**config.mk**
```make
export PLATFORM = sky130hd
export DESIGN_NAME = two_pad_swipe_detector
export DESIGN_NICKNAME = d
export VERILOG_FILES = /design/src/hdl/tpsd_pkg.sv /design/src/hdl/tpsd_datapath.sv /design/src/hdl/tpsd_ctrl.sv /design/src/hdl/two_pad_swipe_detector.sv
export VERILOG_INCLUDE_DIRS = /design/src /design/src/hdl
export SDC_FILE = /design/constraint.sdc
export NUM_CORES = 1
export LEC_CHECK = 0
export BUFFER_PORTS_ARGS = -buffer_cell sky130_fd_sc_hd__buf_2
export CAP_MARGIN = 0
export CORE_UTILIZATION = 50
export CTS_BUF_LIST = sky130_fd_sc_hd__clkbuf_2
export CTS_CLUSTER_DIAMETER = 80
export CTS_CLUSTER_SIZE = 30
export DETAILED_ROUTE_END_ITERATION = 6
export GPL_TIMING_DRIVEN = 0
export PLACE_DENSITY = 0.74
export SLEW_MARGIN = 20
export SYNTH_ARGS = -nofsm -noshare
export SYNTH_HDL_FRONTEND = slang
export SYNTH_HIERARCHICAL = 1
export SYNTH_SLANG_ARGS = --single-unit
```
**constraint.sdc**
```tcl
create_clock -name clock -period 4.8 [get_ports clock]
set_input_delay 1.44 -clock clock [delete_from_list [all_inputs] [get_ports clock]]
set_output_delay 1.44 -clock clock [all_outputs]
set_load 0.05 [all_outputs]
```
**src/hdl/two_pad_swipe_detector_macros.svh**
```systemverilog
// ----------------------------------------------------------------------------
// Two pad swipe detector assertion macros
// Shared shorthand for the concurrent checks in the detector's modules.
// ----------------------------------------------------------------------------
`ifndef TWO_PAD_SWIPE_DETECTOR_MACROS_SVH
`define TWO_PAD_SWIPE_DETECTOR_MACROS_SVH

// Same-cycle implication, sampled on clock and disabled during reset.
`define TPSD_ASSERT_SAME(label, ante, cons, msg) \
   label: assert property (@(posedge clock) disable iff (reset) (ante) |-> (cons)) \
      else $error(msg);

// Next-cycle implication, sampled on clock and disabled during reset.
`define TPSD_ASSERT_NEXT(label, ante, cons, msg) \
   label: assert property (@(posedge clock) disable iff (reset) (ante) |=> (cons)) \
      else $error(msg);

`endif

```
**src/hdl/tpsd_pkg.sv**
```systemverilog
// ----------------------------------------------------------------------------
// Two pad swipe detector package
// Widths, pad and gesture codes, register indexes and control structs.
// ----------------------------------------------------------------------------
package tpsd_pkg;

   // Depth of the pad sequence store.
   localparam int SEQ_DEPTH = 8;
   localparam int IDX_W     = $clog2(SEQ_DEPTH);
   localparam int LEN_W     = $clog2(SEQ_DEPTH + 1);

   localparam int LEVEL_W = 16;
   localparam int TIME_W  = 32;
   localparam int MS_W    = 16;
   localparam int MIN_W   = 6;
   localparam int CSR_W   = 16;
   localparam int CSR_IDX_W = 2;

   localparam logic [1:0] PAD_NONE = 2'd0;
   localparam logic [1:0] PAD_A    = 2'd1;
   localparam logic [1:0] PAD_B    = 2'd2;

   localparam logic [1:0] GEST_NONE = 2'd0;
   localparam logic [1:0] GEST_DOWN = 2'd1;
   localparam logic [1:0] GEST_UP   = 2'd2;

   localparam logic [CSR_IDX_W-1:0] REG_TOUCH_THRESHOLD = 2'd0;
   localparam logic [CSR_IDX_W-1:0] REG_GESTURE_MAX_MS  = 2'd1;
   localparam logic [CSR_IDX_W-1:0] REG_DEBOUNCE_MS     = 2'd2;
   localparam logic [CSR_IDX_W-1:0] REG_MIN_TRANSITIONS = 2'd3;

   typedef struct packed {
      logic capture;
      logic evaluate;
      logic scan;
      logic load_rsp;
   } ctrl_cmd_type;

   typedef struct packed {
      logic start_scan;
      logic scan_last;
   } dp_status_type;

endpackage

```
**src/hdl/tpsd_datapath.sv**
```systemverilog
// ----------------------------------------------------------------------------
// Two pad swipe detector datapath
// Settings, tick capture, gesture recording state, sequence store, judge, result.
// ----------------------------------------------------------------------------
module tpsd_datapath (
   input  logic                           clock,
   input  logic                           reset,
   input  logic                           csr_wr_en,
   input  logic [tpsd_pkg::CSR_IDX_W-1:0] csr_index,
   input  logic [tpsd_pkg::CSR_W-1:0]     csr_wdata,
   input  logic [tpsd_pkg::LEVEL_W-1:0]   req_raw_a_level,
   input  logic [tpsd_pkg::LEVEL_W-1:0]   req_raw_b_level,
   input  logic [tpsd_pkg::TIME_W-1:0]    req_now_ms,
   input  tpsd_pkg::ctrl_cmd_type         cmd,
   output tpsd_pkg::dp_status_type        status,
   output logic [1:0]                     rsp_gesture_code,
   output logic                           rsp_pad_a_touched,
   output logic                           rsp_pad_b_touched
);
   import tpsd_pkg::*;

`include "two_pad_swipe_detector_macros.svh"

   logic [LEVEL_W-1:0] threshold_ff;
   logic [MS_W-1:0]    max_ms_ff;
   logic [MS_W-1:0]    debounce_ff;
   logic [MIN_W-1:0]   min_trans_ff;

   logic [LEVEL_W-1:0] raw_a_ff;
   logic [LEVEL_W-1:0] raw_b_ff;
   logic [TIME_W-1:0]  now_ff;

   logic [1:0]         seq_ff [SEQ_DEPTH];
   logic [LEN_W-1:0]   len_ff, len_in;
   logic [1:0]         held_ff, held_in;
   logic [TIME_W-1:0]  start_ff, start_in;
   logic [TIME_W-1:0]  last_ff, last_in;

   logic               touch_a_ff, touch_b_ff;
   logic               judged_ff;
   logic [LEN_W-1:0]   scan_len_ff;
   logic [IDX_W-1:0]   scan_idx_ff;
   logic [1:0]         first_ff;
   logic [1:0]         prev_ff;
   logic               mismatch_ff;

   logic [1:0]         gesture_code_ff;
   logic               pad_a_ff, pad_b_ff;

   logic               touch_a, touch_b;
   logic [1:0]         dominant;
   logic [TIME_W-1:0]  since_start, since_change;
   logic               abort_rec, append, release_rec, judge;
   logic               seq_wr;
   logic [IDX_W-1:0]   seq_wr_idx;
   logic [1:0]         scan_entry;
   logic [1:0]         code;

   // Settings register file, to be written only while the block is idle; the block does not enforce this.
   always_ff @(posedge clock) begin
      if (reset) begin
         threshold_ff <= LEVEL_W'(40);
         max_ms_ff    <= MS_W'(1500);
         debounce_ff  <= MS_W'(40);
         min_trans_ff <= MIN_W'(2);
      end else if (csr_wr_en) begin
         case (csr_index)
            REG_TOUCH_THRESHOLD: threshold_ff <= csr_wdata[LEVEL_W-1:0];
            REG_GESTURE_MAX_MS:  max_ms_ff    <= csr_wdata[MS_W-1:0];
            REG_DEBOUNCE_MS:     debounce_ff  <= csr_wdata[MS_W-1:0];
            REG_MIN_TRANSITIONS: min_trans_ff <= csr_wdata[MIN_W-1:0];
            default: ;
         endcase
      end
   end

   always_ff @(posedge clock) begin
      if (cmd.capture) begin
         raw_a_ff <= req_raw_a_level;
         raw_b_ff <= req_raw_b_level;
         now_ff   <= req_now_ms;
      end
   end

   // Tick evaluation.
   always_comb begin
      touch_a = raw_a_ff <= threshold_ff;
      touch_b = raw_b_ff <= threshold_ff;
      if (touch_a && touch_b) begin
         dominant = (held_ff != PAD_NONE) ? held_ff : PAD_A;
      end else if (touch_a) begin
         dominant = PAD_A;
      end else if (touch_b) begin
         dominant = PAD_B;
      end else begin
         dominant = PAD_NONE;
      end

      since_start  = now_ff - start_ff;
      since_change = now_ff - last_ff;
      abort_rec    = (len_ff != '0) && (since_start > TIME_W'(max_ms_ff));
      append       = (len_ff != '0) && !abort_rec && (dominant != PAD_NONE) &&
                     (dominant != held_ff) && (since_change >= TIME_W'(debounce_ff)) &&
                     (len_ff < LEN_W'(SEQ_DEPTH));
      release_rec  = (len_ff != '0) && !abort_rec && !touch_a && !touch_b;
      judge        = release_rec && (MIN_W'(len_ff) >= min_trans_ff);

      len_in     = len_ff;
      held_in    = held_ff;
      start_in   = start_ff;
      last_in    = last_ff;
      seq_wr     = 1'b0;
      seq_wr_idx = IDX_W'(len_ff);
      if (len_ff == '0) begin
         if (dominant != PAD_NONE) begin
            start_in   = now_ff;
            last_in    = now_ff;
            seq_wr     = 1'b1;
            seq_wr_idx = '0;
            len_in     = LEN_W'(1);
            held_in    = dominant;
         end
      end else if (abort_rec || release_rec) begin
         len_in  = '0;
         held_in = PAD_NONE;
      end else if (append) begin
         seq_wr  = 1'b1;
         len_in  = len_ff + LEN_W'(1);
         held_in = dominant;
         last_in = now_ff;
      end
   end

   always_ff @(posedge clock) begin
      if (reset) begin
         len_ff   <= '0;
         held_ff  <= PAD_NONE;
         start_ff <= '0;
         last_ff  <= '0;
      end else if (cmd.evaluate) begin
         len_ff   <= len_in;
         held_ff  <= held_in;
         start_ff <= start_in;
         last_ff  <= last_in;
      end
   end

   always_ff @(posedge clock) begin
      if (cmd.evaluate && seq_wr) begin
         seq_ff[seq_wr_idx] <= dominant;
      end
   end

   // Judging walks the store one entry per cycle.
   assign scan_entry = seq_ff[scan_idx_ff];

   always_ff @(posedge clock) begin
      if (reset) begin
         judged_ff   <= 1'b0;
         mismatch_ff <= 1'b0;
         scan_idx_ff <= '0;
      end else if (cmd.evaluate) begin
         judged_ff   <= judge;
         mismatch_ff <= 1'b0;
         scan_idx_ff <= '0;
      end else if (cmd.scan) begin
         if (scan_idx_ff != '0 && scan_entry == prev_ff) begin
            mismatch_ff <= 1'b1;
         end
         scan_idx_ff <= scan_idx_ff + IDX_W'(1);
      end
   end

   always_ff @(posedge clock) begin
      if (cmd.evaluate) begin
         touch_a_ff  <= touch_a;
         touch_b_ff  <= touch_b;
         scan_len_ff <= len_ff;
      end
      if (cmd.scan) begin
         if (scan_idx_ff == '0) begin
            first_ff <= scan_entry;
         end
         prev_ff <= scan_entry;
      end
   end

   assign status.start_scan = judge;
   assign status.scan_last  = LEN_W'(scan_idx_ff) == (scan_len_ff - LEN_W'(1));

   always_comb begin
      if (judged_ff && !mismatch_ff) begin
         code = (first_ff == PAD_A) ? GEST_DOWN : GEST_UP;
      end else begin
         code = GEST_NONE;
      end
   end

   always_ff @(posedge clock) begin
      if (cmd.load_rsp) begin
         gesture_code_ff <= code;
         pad_a_ff        <= touch_a_ff;
         pad_b_ff        <= touch_b_ff;
      end
   end

   assign rsp_gesture_code  = gesture_code_ff;
   assign rsp_pad_a_touched = pad_a_ff;
   assign rsp_pad_b_touched = pad_b_ff;

   `TPSD_ASSERT_SAME(a_len_bound, 1'b1, len_ff <= LEN_W'(SEQ_DEPTH), "sequence length beyond store depth")
   `TPSD_ASSERT_SAME(a_held_len, 1'b1, (len_ff == '0) == (held_ff == PAD_NONE), "held pad disagrees with sequence length")
   `TPSD_ASSERT_SAME(a_scan_len, cmd.scan, scan_len_ff != '0 && judged_ff, "store walked without a judged sequence")

endmodule

```
**src/hdl/tpsd_ctrl.sv**
```systemverilog
// ----------------------------------------------------------------------------
// Two pad swipe detector controller
// Sequences capture, evaluation, the store walk and the result register.
// ----------------------------------------------------------------------------
module tpsd_ctrl (
   input  logic                    clock,
   input  logic                    reset,
   input  logic                    req_valid,
   output logic                    req_stall,
   output logic                    rsp_valid,
   input  logic                    rsp_stall,
   input  tpsd_pkg::dp_status_type status,
   output tpsd_pkg::ctrl_cmd_type  cmd
);
   import tpsd_pkg::*;

`include "two_pad_swipe_detector_macros.svh"

   typedef enum logic [3:0] {
      ST_IDLE = 4'b0001,
      ST_EVAL = 4'b0010,
      ST_SCAN = 4'b0100,
      ST_DONE = 4'b1000
   } ctrl_state_type;

   ctrl_state_type state_ff, state_in;
   logic           rsp_valid_ff, rsp_valid_in;
   logic           slot_free;

   assign slot_free = !rsp_valid_ff || !rsp_stall;

   always_comb begin
      cmd          = '0;
      state_in     = state_ff;
      rsp_valid_in = rsp_valid_ff && rsp_stall;
      case (state_ff)
         ST_IDLE: begin
            if (req_valid) begin
               cmd.capture = 1'b1;
               state_in    = ST_EVAL;
            end
         end
         ST_EVAL: begin
            cmd.evaluate = 1'b1;
            state_in     = status.start_scan ? ST_SCAN : ST_DONE;
         end
         ST_SCAN: begin
            cmd.scan = 1'b1;
            if (status.scan_last) begin
               state_in = ST_DONE;
            end
         end
         ST_DONE: begin
            if (slot_free) begin
               cmd.load_rsp = 1'b1;
               rsp_valid_in = 1'b1;
               state_in     = ST_IDLE;
            end
         end
         default: state_in = ST_IDLE;
      endcase
   end

   always_ff @(posedge clock) begin
      if (reset) begin
         state_ff     <= ST_IDLE;
         rsp_valid_ff <= 1'b0;
      end else begin
         state_ff     <= state_in;
         rsp_valid_ff <= rsp_valid_in;
      end
   end

   assign req_stall = state_ff != ST_IDLE;
   assign rsp_valid = rsp_valid_ff;

   `TPSD_ASSERT_NEXT(a_accept_eval, req_valid && !req_stall, state_ff == ST_EVAL, "accepted word not evaluated next")
   `TPSD_ASSERT_NEXT(a_scan_done, state_ff == ST_SCAN && status.scan_last, state_ff == ST_DONE, "store walk overran")
   `TPSD_ASSERT_NEXT(a_load_valid, state_ff == ST_DONE && slot_free, rsp_valid_ff && state_ff == ST_IDLE, "result not presented")

endmodule

```
**src/hdl/two_pad_swipe_detector.sv**
```systemverilog
// ----------------------------------------------------------------------------
// Two pad swipe detector
// Turns ticks of two capacitive pad readings into swipe up and down gestures.
// ----------------------------------------------------------------------------
// Each input word carries one tick: the raw readings of pads A and B and a
// free-running millisecond timestamp, and every tick gives exactly one result
// word with the gesture code and the two touch flags. The block works on one
// tick at a time. A tick goes through capture, evaluate and result load when
// it does not end a gesture that qualifies for judging, and through a store
// walk between evaluate and result load when it does: the controller then
// walks the pad sequence store, up to SEQ_DEPTH entries, one entry per cycle
// to check that it alternates. The result sits in an output register, so a
// new tick is taken while the last result still waits; a tick only waits at
// its result load if the last result has not yet been taken. The four settings
// (touch threshold, longest gesture time, debounce time and fewest entries)
// sit on a plain write port and should be changed only while the block is
// quiet. There is no clearing pass after reset.
// ----------------------------------------------------------------------------
module two_pad_swipe_detector (
   input  logic                           clock,
   input  logic                           reset,
   input  logic                           csr_wr_en,
   input  logic [tpsd_pkg::CSR_IDX_W-1:0] csr_index,
   input  logic [tpsd_pkg::CSR_W-1:0]     csr_wdata,
   input  logic                           req_valid,
   output logic                           req_stall,
   input  logic [tpsd_pkg::LEVEL_W-1:0]   req_raw_a_level,
   input  logic [tpsd_pkg::LEVEL_W-1:0]   req_raw_b_level,
   input  logic [tpsd_pkg::TIME_W-1:0]    req_now_ms,
   output logic                           rsp_valid,
   input  logic                           rsp_stall,
   output logic [1:0]                     rsp_gesture_code,
   output logic                           rsp_pad_a_touched,
   output logic                           rsp_pad_b_touched
);
   import tpsd_pkg::*;

   // Commands from the controller and status back from the datapath.
   ctrl_cmd_type  cmd;
   dp_status_type status;

   // The controller owns the handshakes and the sequencing of each word.
   tpsd_ctrl u_ctrl (
      .clock     (clock),
      .reset     (reset),
      .req_valid (req_valid),
      .req_stall (req_stall),
      .rsp_valid (rsp_valid),
      .rsp_stall (rsp_stall),
      .status    (status),
      .cmd       (cmd)
   );

   // The datapath holds the settings, the recording state, the sequence
   // store and the result register.
   tpsd_datapath u_datapath (
      .clock             (clock),
      .reset             (reset),
      .csr_wr_en         (csr_wr_en),
      .csr_index         (csr_index),
      .csr_wdata         (csr_wdata),
      .req_raw_a_level   (req_raw_a_level),
      .req_raw_b_level   (req_raw_b_level),
      .req_now_ms        (req_now_ms),
      .cmd               (cmd),
      .status            (status),
      .rsp_gesture_code  (rsp_gesture_code),
      .rsp_pad_a_touched (rsp_pad_a_touched),
      .rsp_pad_b_touched (rsp_pad_b_touched)
   );

endmodule
```
## After elaboration in Yosys (flattened, before gate mapping)

Memory sizes are Yosys's and may differ from the RTL's. A register that Yosys moved wholly into a read port is not among the register bits.
Cells that the tools add are included.

| storage, ports and cells | value |
|---|---|
| bits in read-only memories | 0 |
| RAM bits | 16 |
| bits in latches | 0 |
| bits in registers | 212 |
| memories | 1 |
| word-level logic and storage cells | 135 |
| input port bits | 87 |
| output and inout port bits | 6 |

Memories:

| name | depth | bits a word | rd ports | clocked after memory_dff | write ports | RTL line | text |
|---|---|---|---|---|---|---|---|
| u_datapath.seq_ff | 8 | 2 | 1 | 1 | 1 | tpsd_datapath.sv:33 | `logic [1:0] seq_ff [SEQ_DEPTH];` |

| cells by class | value |
|---|---|
| div/mod/pow operators | 0 |
| order comparisons | 6 |
| eq/ne operators | 17 |
| add/subtract/negate cells | 5 |
| reduce and logical (&&, ||, !) cells | 42 |
| bitwise logic cells | 0 |
| $mul | 0 |
| mux-type cells | 40 |
| shift operators | 0 |

Operators with widths:

| operator | count |
|---|---|
| 32-bit two-way mux | 4 |
| 32-bit subtractor | 2 |
| 32-bit by 16-bit >= comparator with 1-bit output | 1 |
| 32-bit by 16-bit > comparator with 1-bit output | 1 |
| 16-bit less-or-equal comparator | 2 |
| 4-bit two-way mux | 8 |
| 2-bit two-way mux | 9 |
| 4-bit one-hot mux with 4 select lines | 1 |
| 1-bit logical AND | 14 |
| 1-bit two-way mux | 14 |
| 3-bit two-way mux | 4 |
| 2-bit AND reduction | 6 |
| 3-bit AND reduction | 3 |
| 4-bit by 6-bit >= comparator with 1-bit output | 1 |
| 1-bit zero test | 6 |
| 2-bit by 1-bit != test with 1-bit output, second input constant | 3 |
| 2-bit nonzero test | 3 |
| 3-bit nonzero test | 2 |
| 4-bit by 1-bit adder with 4-bit output, second input constant | 1 |
| 2-bit by 1-bit equality test with 1-bit output, second input constant | 2 |
| 2-bit equality test, second input constant | 2 |
| 3-bit by 4-bit equality test with 1-bit output | 1 |
| 4-bit by 1-bit equality test with 1-bit output, second input constant | 1 |
| 4-bit by 2-bit equality test with 1-bit output, second input constant | 1 |
| 16 further kinds | 18 |

## Logic depth before layout (Yosys ltp)

Gate-level depths: netlist of run 1.

| logic depth | value |
|---|---|
| word-level depth | 15 |
| mapped depth | 26 |
| mapped depth without buffers | 24 |

## By module

Netlist of run 1, hierarchy kept.

Modules (own cells, without submodules):

| module | cells each | area an instance (µm²) | times used | seq. area each (µm²) |
|---|---|---|---|---|
| tpsd_datapath | 1638 | 14268.7 | 1 | 5465.2 |
| tpsd_ctrl | 36 | 312.8 | 1 | 100.1 |

## Least setup slack after synthesis of run 1

OpenSTA, ideal clock, no wires.

| timing | value |
|---|---|
| path type | reg-to-reg |
| from | reg u_datapath.now_ff[4] |
| to | mem u_datapath.seq_ff[1][0], enable pin |
| cell stages (with the launch flop) | 24 |
| path slack | -0.487 ns |
| library setup time | 0.355 ns |
| buffers on the path | 1 |
| required time | 4.445 ns |
| arrival time | 4.933 ns |
| cell sequence | edfxtp_1 ha_1 a21o_1 a21oi_1 nand2_1 a21o_1 a21oi_1 nor2b_1 o21ai_0 nand2b_1 xor2_1 ha_1 a21o_1 a221oi_1 nor3_1 a211oi_1 o221ai_1 nor4_1 nand4_1 or4b_1 nor3_1 a21o_1 buf_6 nor4b_1 |

| on the way | value |
|---|---|
| cells in the longest elaborated chain, start to end | 15 |

Ends and longest elaborated chain:

| what | RTL line | text |
|---|---|---|
| start: declaration | tpsd_datapath.sv:31 | `logic [TIME_W-1:0] now_ff;` |
| start signal: assignment | tpsd_datapath.sv:81 | `now_ff <= req_now_ms;` |
| 32-bit subtractor | tpsd_datapath.sv:99 | `since_start = now_ff - start_ff;` |
| 32-bit by 16-bit > comparator with 1-bit output | tpsd_datapath.sv:101 | `abort_rec = (len_ff != '0) && (since_start > TIME_W'(max_ms_ff));` |
| 1-bit logical AND | tpsd_datapath.sv:101 |  |
| 1-bit zero test | tpsd_datapath.sv:102, tpsd_datapath.sv:105 |  |
| 1-bit logical AND | tpsd_datapath.sv:102, tpsd_datapath.sv:105 |  |
| 1-bit logical AND (2 in a row) | tpsd_datapath.sv:102 | `append = (len_ff != '0) && !abort_rec && (dominant != PAD_NONE) &&` |
| 1-bit logical AND (2 in a row) | tpsd_datapath.sv:103 | `(dominant != held_ff) && (since_change >= TIME_W'(debounce_ff)) &&` |
| 1-bit two-way mux | tpsd_datapath.sv:126 | `end else if (append) begin` |
| 1-bit two-way mux * | tpsd_datapath.sv:123 | `end else if (abort_rec \|\| release_rec) begin` |
| 1-bit two-way mux * | tpsd_datapath.sv:114 | `if (len_ff == '0) begin` |
| 1-bit logical AND * | tpsd_datapath.sv:149 | `if (cmd.evaluate && seq_wr) begin` |
| 1-bit two-way mux * | tpsd_datapath.sv:149 |  |
| 1-bit two-way mux (not written as such) * | tpsd_datapath.sv:150 | `seq_ff[seq_wr_idx] <= dominant;` |
| end: declaration | tpsd_datapath.sv:33 |  |

Mark *: on every way between the ends. The rest lies on a longest branch, timed or not.

## Final worst setup path of run 1

| timing | value |
|---|---|
| from | reg u_datapath.now_ff[0] |
| to | mem u_datapath.seq_ff[2][1], enable pin |

The elaborated chain is that of the path after synthesis.

==> flow_summary.toml, run 1 <==
[routing]
drt-wirelength-per-cell_um = 17.5
dr.pass1.iters = 7
vias = 12721
drtAntennaViolNets = 0
drt_iter0_drc = 1067
avgViaCountPerCell = 5.76
routed_wl_mm = 38.6
remaining_drc_errors = 1

[floorplan]
die_h_um = 173
num_rows = 62
initial_core_util_pct = 50.8
die-area_um2 = 29800
die_x_um = 173
core_um2 = 28700
pin_count = 93

[clock_network]
cts.reportedPaths.clkPinSlew_ps = 530
htreeDepth = 1
insertion_delay_ps = 1030
clk_path_buf_depth = 3
clockRootBuffer = "clkbuf_2"
cts_hold_buf = 0
clock-sinks = 231
tritoncts = "built"
cts_inserted_buffers = 15

[cells_and_area]
final_util_pct = 57.1
final_nets = 2039
postLayoutCellArea_um2 = 16400
drive_above_1_share_pct = 12.6
syn2layout_area_growth_pct = 12.4
nFillCells = 2571

[grt]
grt.overflow.total = 0
grt_usage_pct = 25.4
grt_pass1_vias = 12268
grt_max_degree = 32
antenna_found_initial = 2
grt_pass1_wl_mm = 61.8

[synthesis]
synth_cells = 1674
synth-edff-count = 94
ys_ff_latch = 231
synth_cell_type_count = 86
syn-mean-instance-area_um2 = 8.71
ys_warn_count = 6
ys_top_cells_by_area = "edfxtp_1 (19%), dfxtp_1 (19%), ha_1 (12%), nand2_1 (7.7%), a21oi_1 (5.7%)"
synthFlopType = "dfxtp_1"
synth_most_common_cell = "nand2_1"
yosysSeqAreaShare_pct = 38.2
yosys.area.top_type_share_pct = 19.4
synthTopCellsByCount = "nand2_1 (300), a21oi_1 (166), dfxtp_1 (137), inv_1 (137), ha_1 (135)"
synth_area_leader_cell = "edfxtp_1"
async_reset_ff_share_pct = 0
syn_area_um2 = 14600
syn_nets = 1898

[timing]
fin_skew_ps = 244
worst_pin_slew_ps = 993
slew_viol_final = 0
min_period_over_period_pct = 116
period_minus_slack_ps = 5590
max-slew-margin-rel_pct = 33.7
fin_ws_ps = -786
fmax_ghz = 0.179
grt_setup_unrepaired = "yes"
setup_tns_ps = -38950
final_hold_viol_count = 0
setup_violations = 57

[worst_setup_path]
crit_slowest_cell = "or4b_4"
rrSetupSlack_ps = -790
start_kind = "register"
cpPeakStageDelay_ps = 560
path_common_cell = "a21o_1"
cp.arrival_ps = 6420
crit_type = "reg2reg"
critPathMaxFanout = 7
critPathRequiredTime_ps = 5640
endpoint_kind = "register"

[power_and_ir_drop]
p_leak_nw = 6.13
vdd_ir_drop_max_mv = 0.295
power-per-cell-area_nw_per_um2 = 269
p_total_mw = 4.41

[run]
drv_cap = 0

[outcome]
violations = "design-rule violations, negative setup slack"
status = "finished, violations left"

[min_path]
hp-class = "reg2reg"

[placement]
port_buffers = 91
dpl_cell_area_um2 = 15700
place.gp.congestion = 0.969
dp_hpwl_mm = 30.4
-- critical path: cells and delay by family, from the launching register on --
kind            cells  cell delay (ps)
compound gates      9             1530
xor+xnor            1              180
fa+ha+maj           3              810
buf+inv             3              410
flops               1              510
simple gates       10             1930
-- sequential cells by signal (all words and copies together), names as in the netlist, 3 cells and up, named ones only --
signal and flops:
u_ctrl/state_ff 4, u_datapath/debounce_ff 16, u_datapath/last_ff 32, u_datapath/len_ff 4, u_datapath/max_ms_ff 16, u_datapath/min_trans_ff 6, u_datapath/now_ff 32, u_datapath/raw_a_ff 16
u_datapath/raw_b_ff 16, u_datapath/scan_idx_ff 3, u_datapath/scan_len_ff 4, u_datapath/seq_ff 16, u_datapath/start_ff 32, u_datapath/threshold_ff 16
-- cell usage in the layout, fill, tap and decap left out, types with 15 or more instances in the layout --
cell type	instances
buf_2	101
nand2_1	299
nand4_1	36
mux2i_1	47
ha_1	131
xnor2_1	35
nor3_1	32
inv_1	136
clkbuf_1	56
dfxtp_1	137
o21a_1	18
clkbuf_2	17
a21o_1	39
o21ai_1	15
o21ai_0	34
xor2_1	18
buf_4	25
nand2b_1	16
edfxtp_1	94
nor2_1	66
o211ai_1	26
nand3_1	26
a21oi_1	161
-- report_power, final --
part           total, mW  leakage [nW]  switching [mW]  internal (mW)
combinational       1.27          4.00           0.763          0.506
clock              0.918         0.139           0.735          0.182
sequential          2.22          1.99          0.0671           2.15
total               4.41          6.13            1.57           2.84
-- final timing paths --
path	startpoint	to	cells after the start
max	u_datapath/now_ff[0]	u_datapath/seq_ff[2][1]	26
min	u_datapath/start_ff[6]	u_datapath/start_ff[6]	2
max reg2reg	u_datapath/now_ff[0]	u_datapath/seq_ff[2][1]	26
min reg2reg	u_datapath/start_ff[6]	u_datapath/start_ff[6]	2
-- final cells by class --
class | count | area, um2 | area share, %
antenna | 1 | 2.50 | 0.0153
sequential | 231 | 5570 | 33.9
multi-input combinational | 1231 | 8440 | 51.5
clock inverter | 9 | 145 | 0.885
tap | 384 | 480 | 2.93
buffer | 72 | 350 | 2.14
inverter | 140 | 526 | 3.21
clock buffer | 17 | 85.1 | 0.519
timing repair buffer | 124 | 795 | 4.85
-- through the flow --
step / hold WS (ps) / cells / worst slack [ps]
floorplan: 400 / 1674 / -92.6
finish: 469 / 2209 / -786
global placement: 402 / 2149 / -1250
global route: 427 / 2209 / -1140
CTS: 468 / 2202 / -717
detailed placement: 422 / 2152 / -1120
-- cells by family after synthesis --
| logic type | after synthesis | share of synthesized area [%] |
|---|---|---|
| AOI/OAI and AO/OA | 400 | 17.6 |
| xor gates and xnor gates | 54 | 3.24 |
| adders and majority gates | 137 | 11.9 |
| buffers and inverters | 212 | 5.74 |
| DFF | 231 | 38.2 |
| muxes | 54 | 4.08 |
| and+or+nand+nor | 586 | 19.3 |
-- metal layers --
metal  vias to the layer above  global-route usage (%)  share of wire, %
met2                       361                    44.5                48
met4                         2                    7.71               2.7
met3                        77                    2.59               5.6
met5                         -                       0             0.021
met1                      6029                    33.1                43
li1                       6252                       -                 -
-- what timing repair did --
item	in CTS	in global routing
pin swaps	27	13
endpoints found under the setup margin	57	57
setup buffers	22	6
cloned	2	0
resized for setup	42	6
(Power assumes the default switching activity.)
==> run 2: changes to the inputs <==
- SKIP_CTS_REPAIR_TIMING: default -> 1
==> flow_summary.toml, run 2 (same netlist as run 1, synthesis figures left out) <==
[timing]
setup_violations = 56
fin_skew_ps = 256
period_minus_slack_ps = 5650
grt_setup_unrepaired = "yes"
fmax_ghz = 0.177
worst_pin_slew_ps = 1020
min_period_over_period_pct = 118
fin_ws_ps = -854
slew_viol_final = 0
final_hold_viol_count = 0
max-slew-margin-rel_pct = 31.5

[routing]
avgViaCountPerCell = 5.79
drt-wirelength-per-cell_um = 17.5
routed_wl_mm = 38.3
drtAntennaViolNets = 0
dr.pass1.iters = 7
drt_iter0_drc = 932
vias = 12716
remaining_drc_errors = 0

[worst_setup_path]
start_kind = "register"
rrSetupSlack_ps = -850
critPathMaxFanout = 7
r2r_cells = 26
critPathRequiredTime_ps = 5530
endpoint_kind = "register"
cp.arrival_ps = 6380
r2r-start = "u_datapath/now_ff[0]"
crit_type = "reg2reg"
timing.rr.end = "u_datapath/seq_ff[1][1]"

[min_path]
hold_path_depth = 2
hp-class = "reg2reg"
hold_end = "u_datapath/start_ff[7]"
min_from = "u_datapath/start_ff[7]"

[grt]
met2_usage_pct = 43.5
grt_pass1_vias = 12018
grt_pass1_wl_mm = 60.7
grt_usage_pct = 25.0
globalRouteMet1Util_pct = 32.8
grt.overflow.total = 0
antenna_found_initial = 2
grt_max_degree = 32
top_usage_layer = "met2"
grt_util_met3_pct = 2.44

[power_and_ir_drop]
intPower_mw = 2.82
sw_frac_of_total_pct = 35.6
power.share.clock_pct = 21.0
vdd_ir_drop_max_mv = 0.296
p_comb_share_pct = 28.3
p_leak_nw = 6.03
p_total_mw = 4.38
p_seq_share_pct = 50.7
power-per-cell-area_nw_per_um2 = 270
switchingPower_mw = 1.56

[floorplan]
die_h_um = 173
die-area_um2 = 29800
num_rows = 62
die_x_um = 173
pin_count = 93
core_um2 = 28700
initial_core_util_pct = 50.8

[cells_and_area]
multi_input_area_um2 = 8420
final_nets = 2025
nFillCells = 2594
final_common_cell = "nand2_1"
top_regs = "u_datapath/last_ff (32), u_datapath/now_ff (32), u_datapath/start_ff (32)"
final_cells = 2195
syn2layout_area_growth_pct = 11.1
drive_above_1_share_pct = 11.9
final_cell_mix = "nand2_1 (299), a21oi_1 (161), dfxtp_1 (137)"
final-seq-area_um2 = 5570

[clock_network]
insertion_delay_ps = 1030
tritoncts = "built"
cts_inserted_buffers = 15
cts.reportedPaths.clkPinSlew_ps = 540
clockRootBuffer = "clkbuf_2"
htreeDepth = 1
clk_path_buf_depth = 3
clock-sinks = 231

[placement]
dp_hpwl_mm = 30.4
place.gp.congestion = 0.969
port_buffers = 91
dp_slack_ps = -1120
dp_cells = 2152

[run]
drv_cap = 0

[outcome]
status = "finished, violations left"
violations = "negative setup slack"
-- run 2: changes by cell type in the layout (fill, tap and decap cells not counted), sizes merged --
cell    before  now
clkbuf      73   74
buf        140  125
-- run 2: worst max-delay path, stage by stage (launching register included) --
cell	delay [ps]
edfxtp_1	560
inv_2	90
ha_2	170
fa_2	230
nor2b_4	50
o2111ai_4	210
nand2_2	110
a21o_1	180
a21oi_2	150
nor2b_1	60
o21ai_1	110
nand2b_1	80
xor2_1	150
ha_1	300
a21o_1	200
a221oi_2	260
nor3_1	100
a211oi_2	340
o221ai_2	160
nor4_2	260
nand4_1	200
or4b_4	590
nor3_4	140
a21o_4	180
buf_6	130
buf_12	120
nor4b_4	220
-- run 2: area by class of cell --
class | instances | share of cell area (%)
flip-flops and latches | 231 | 34.4
well taps | 384 | 2.97
multi-input cells | 1231 | 52.0
clock inverters | 9 | 0.896
plain buffers | 72 | 2.03
clock buffers | 17 | 0.525
inverters | 140 | 3.24
repair buffers | 110 | 3.97
diodes | 1 | 0.0154
-- run 2: how the worst max path moves through the flow --
stage,from,endpoint,slack (ps),cells after the start
6_report,u_datapath/now_ff[0],u_datapath/seq_ff[1][1],-850,26
5_1_grt,u_datapath/now_ff[0],u_datapath/seq_ff[1][1],-1210,26
4_1_cts,u_datapath/now_ff[0],u_datapath/last_ff[19],-1350,24
3_5_place_dp,u_datapath/now_ff[0],u_datapath/seq_ff[3][1],-1120,24
3_3_place_gp,req_valid,u_datapath/now_ff[17],-1250,3
2_1_floorplan,u_datapath/now_ff[0],u_datapath/seq_ff[1][0],-90,25
-- run 2: through the flow --
stage / util, % / cell area, um2 / TNS (ps) / hold slack (ps)
floorplan: - / 14700 / -586 / 400
global placement: 54.4 / 15600 / -126920 / 402
detailed placement: 54.6 / 15700 / -51450 / 422
CTS: 55.4 / 15900 / -62060 / 468
global route: 56.4 / 16200 / -58670 / 427
finish: 56.4 / 16200 / -37760 / 469
-- run 2: per-layer routing --
| layer | vias up | wire [um] | share of wire, % |
|---|---|---|---|
| li1 | 6226 | - | - |
| met1 | 6031 | 16800 | 44 |
| met2 | 380 | 18400 | 48 |
| met3 | 77 | 2040 | 5.3 |
| met4 | 2 | 1090 | 2.8 |
| met5 | - | 8 | 0.021 |
-- run 2: power groups by stage --
| stage | clock network, mW | registers, mW | logic (mW) |
|---|---|---|---|
| after CTS | 0.945 | 2.22 | 1.17 |
| after floorplan | 0 | 2.22 | 0.850 |
| final | 0.919 | 2.22 | 1.24 |
| after detailed placement | 0 | 2.25 | 1.16 |
| after global routing | 1.02 | 2.23 | 1.37 |
| after global placement | 0 | 2.26 | 1.12 |
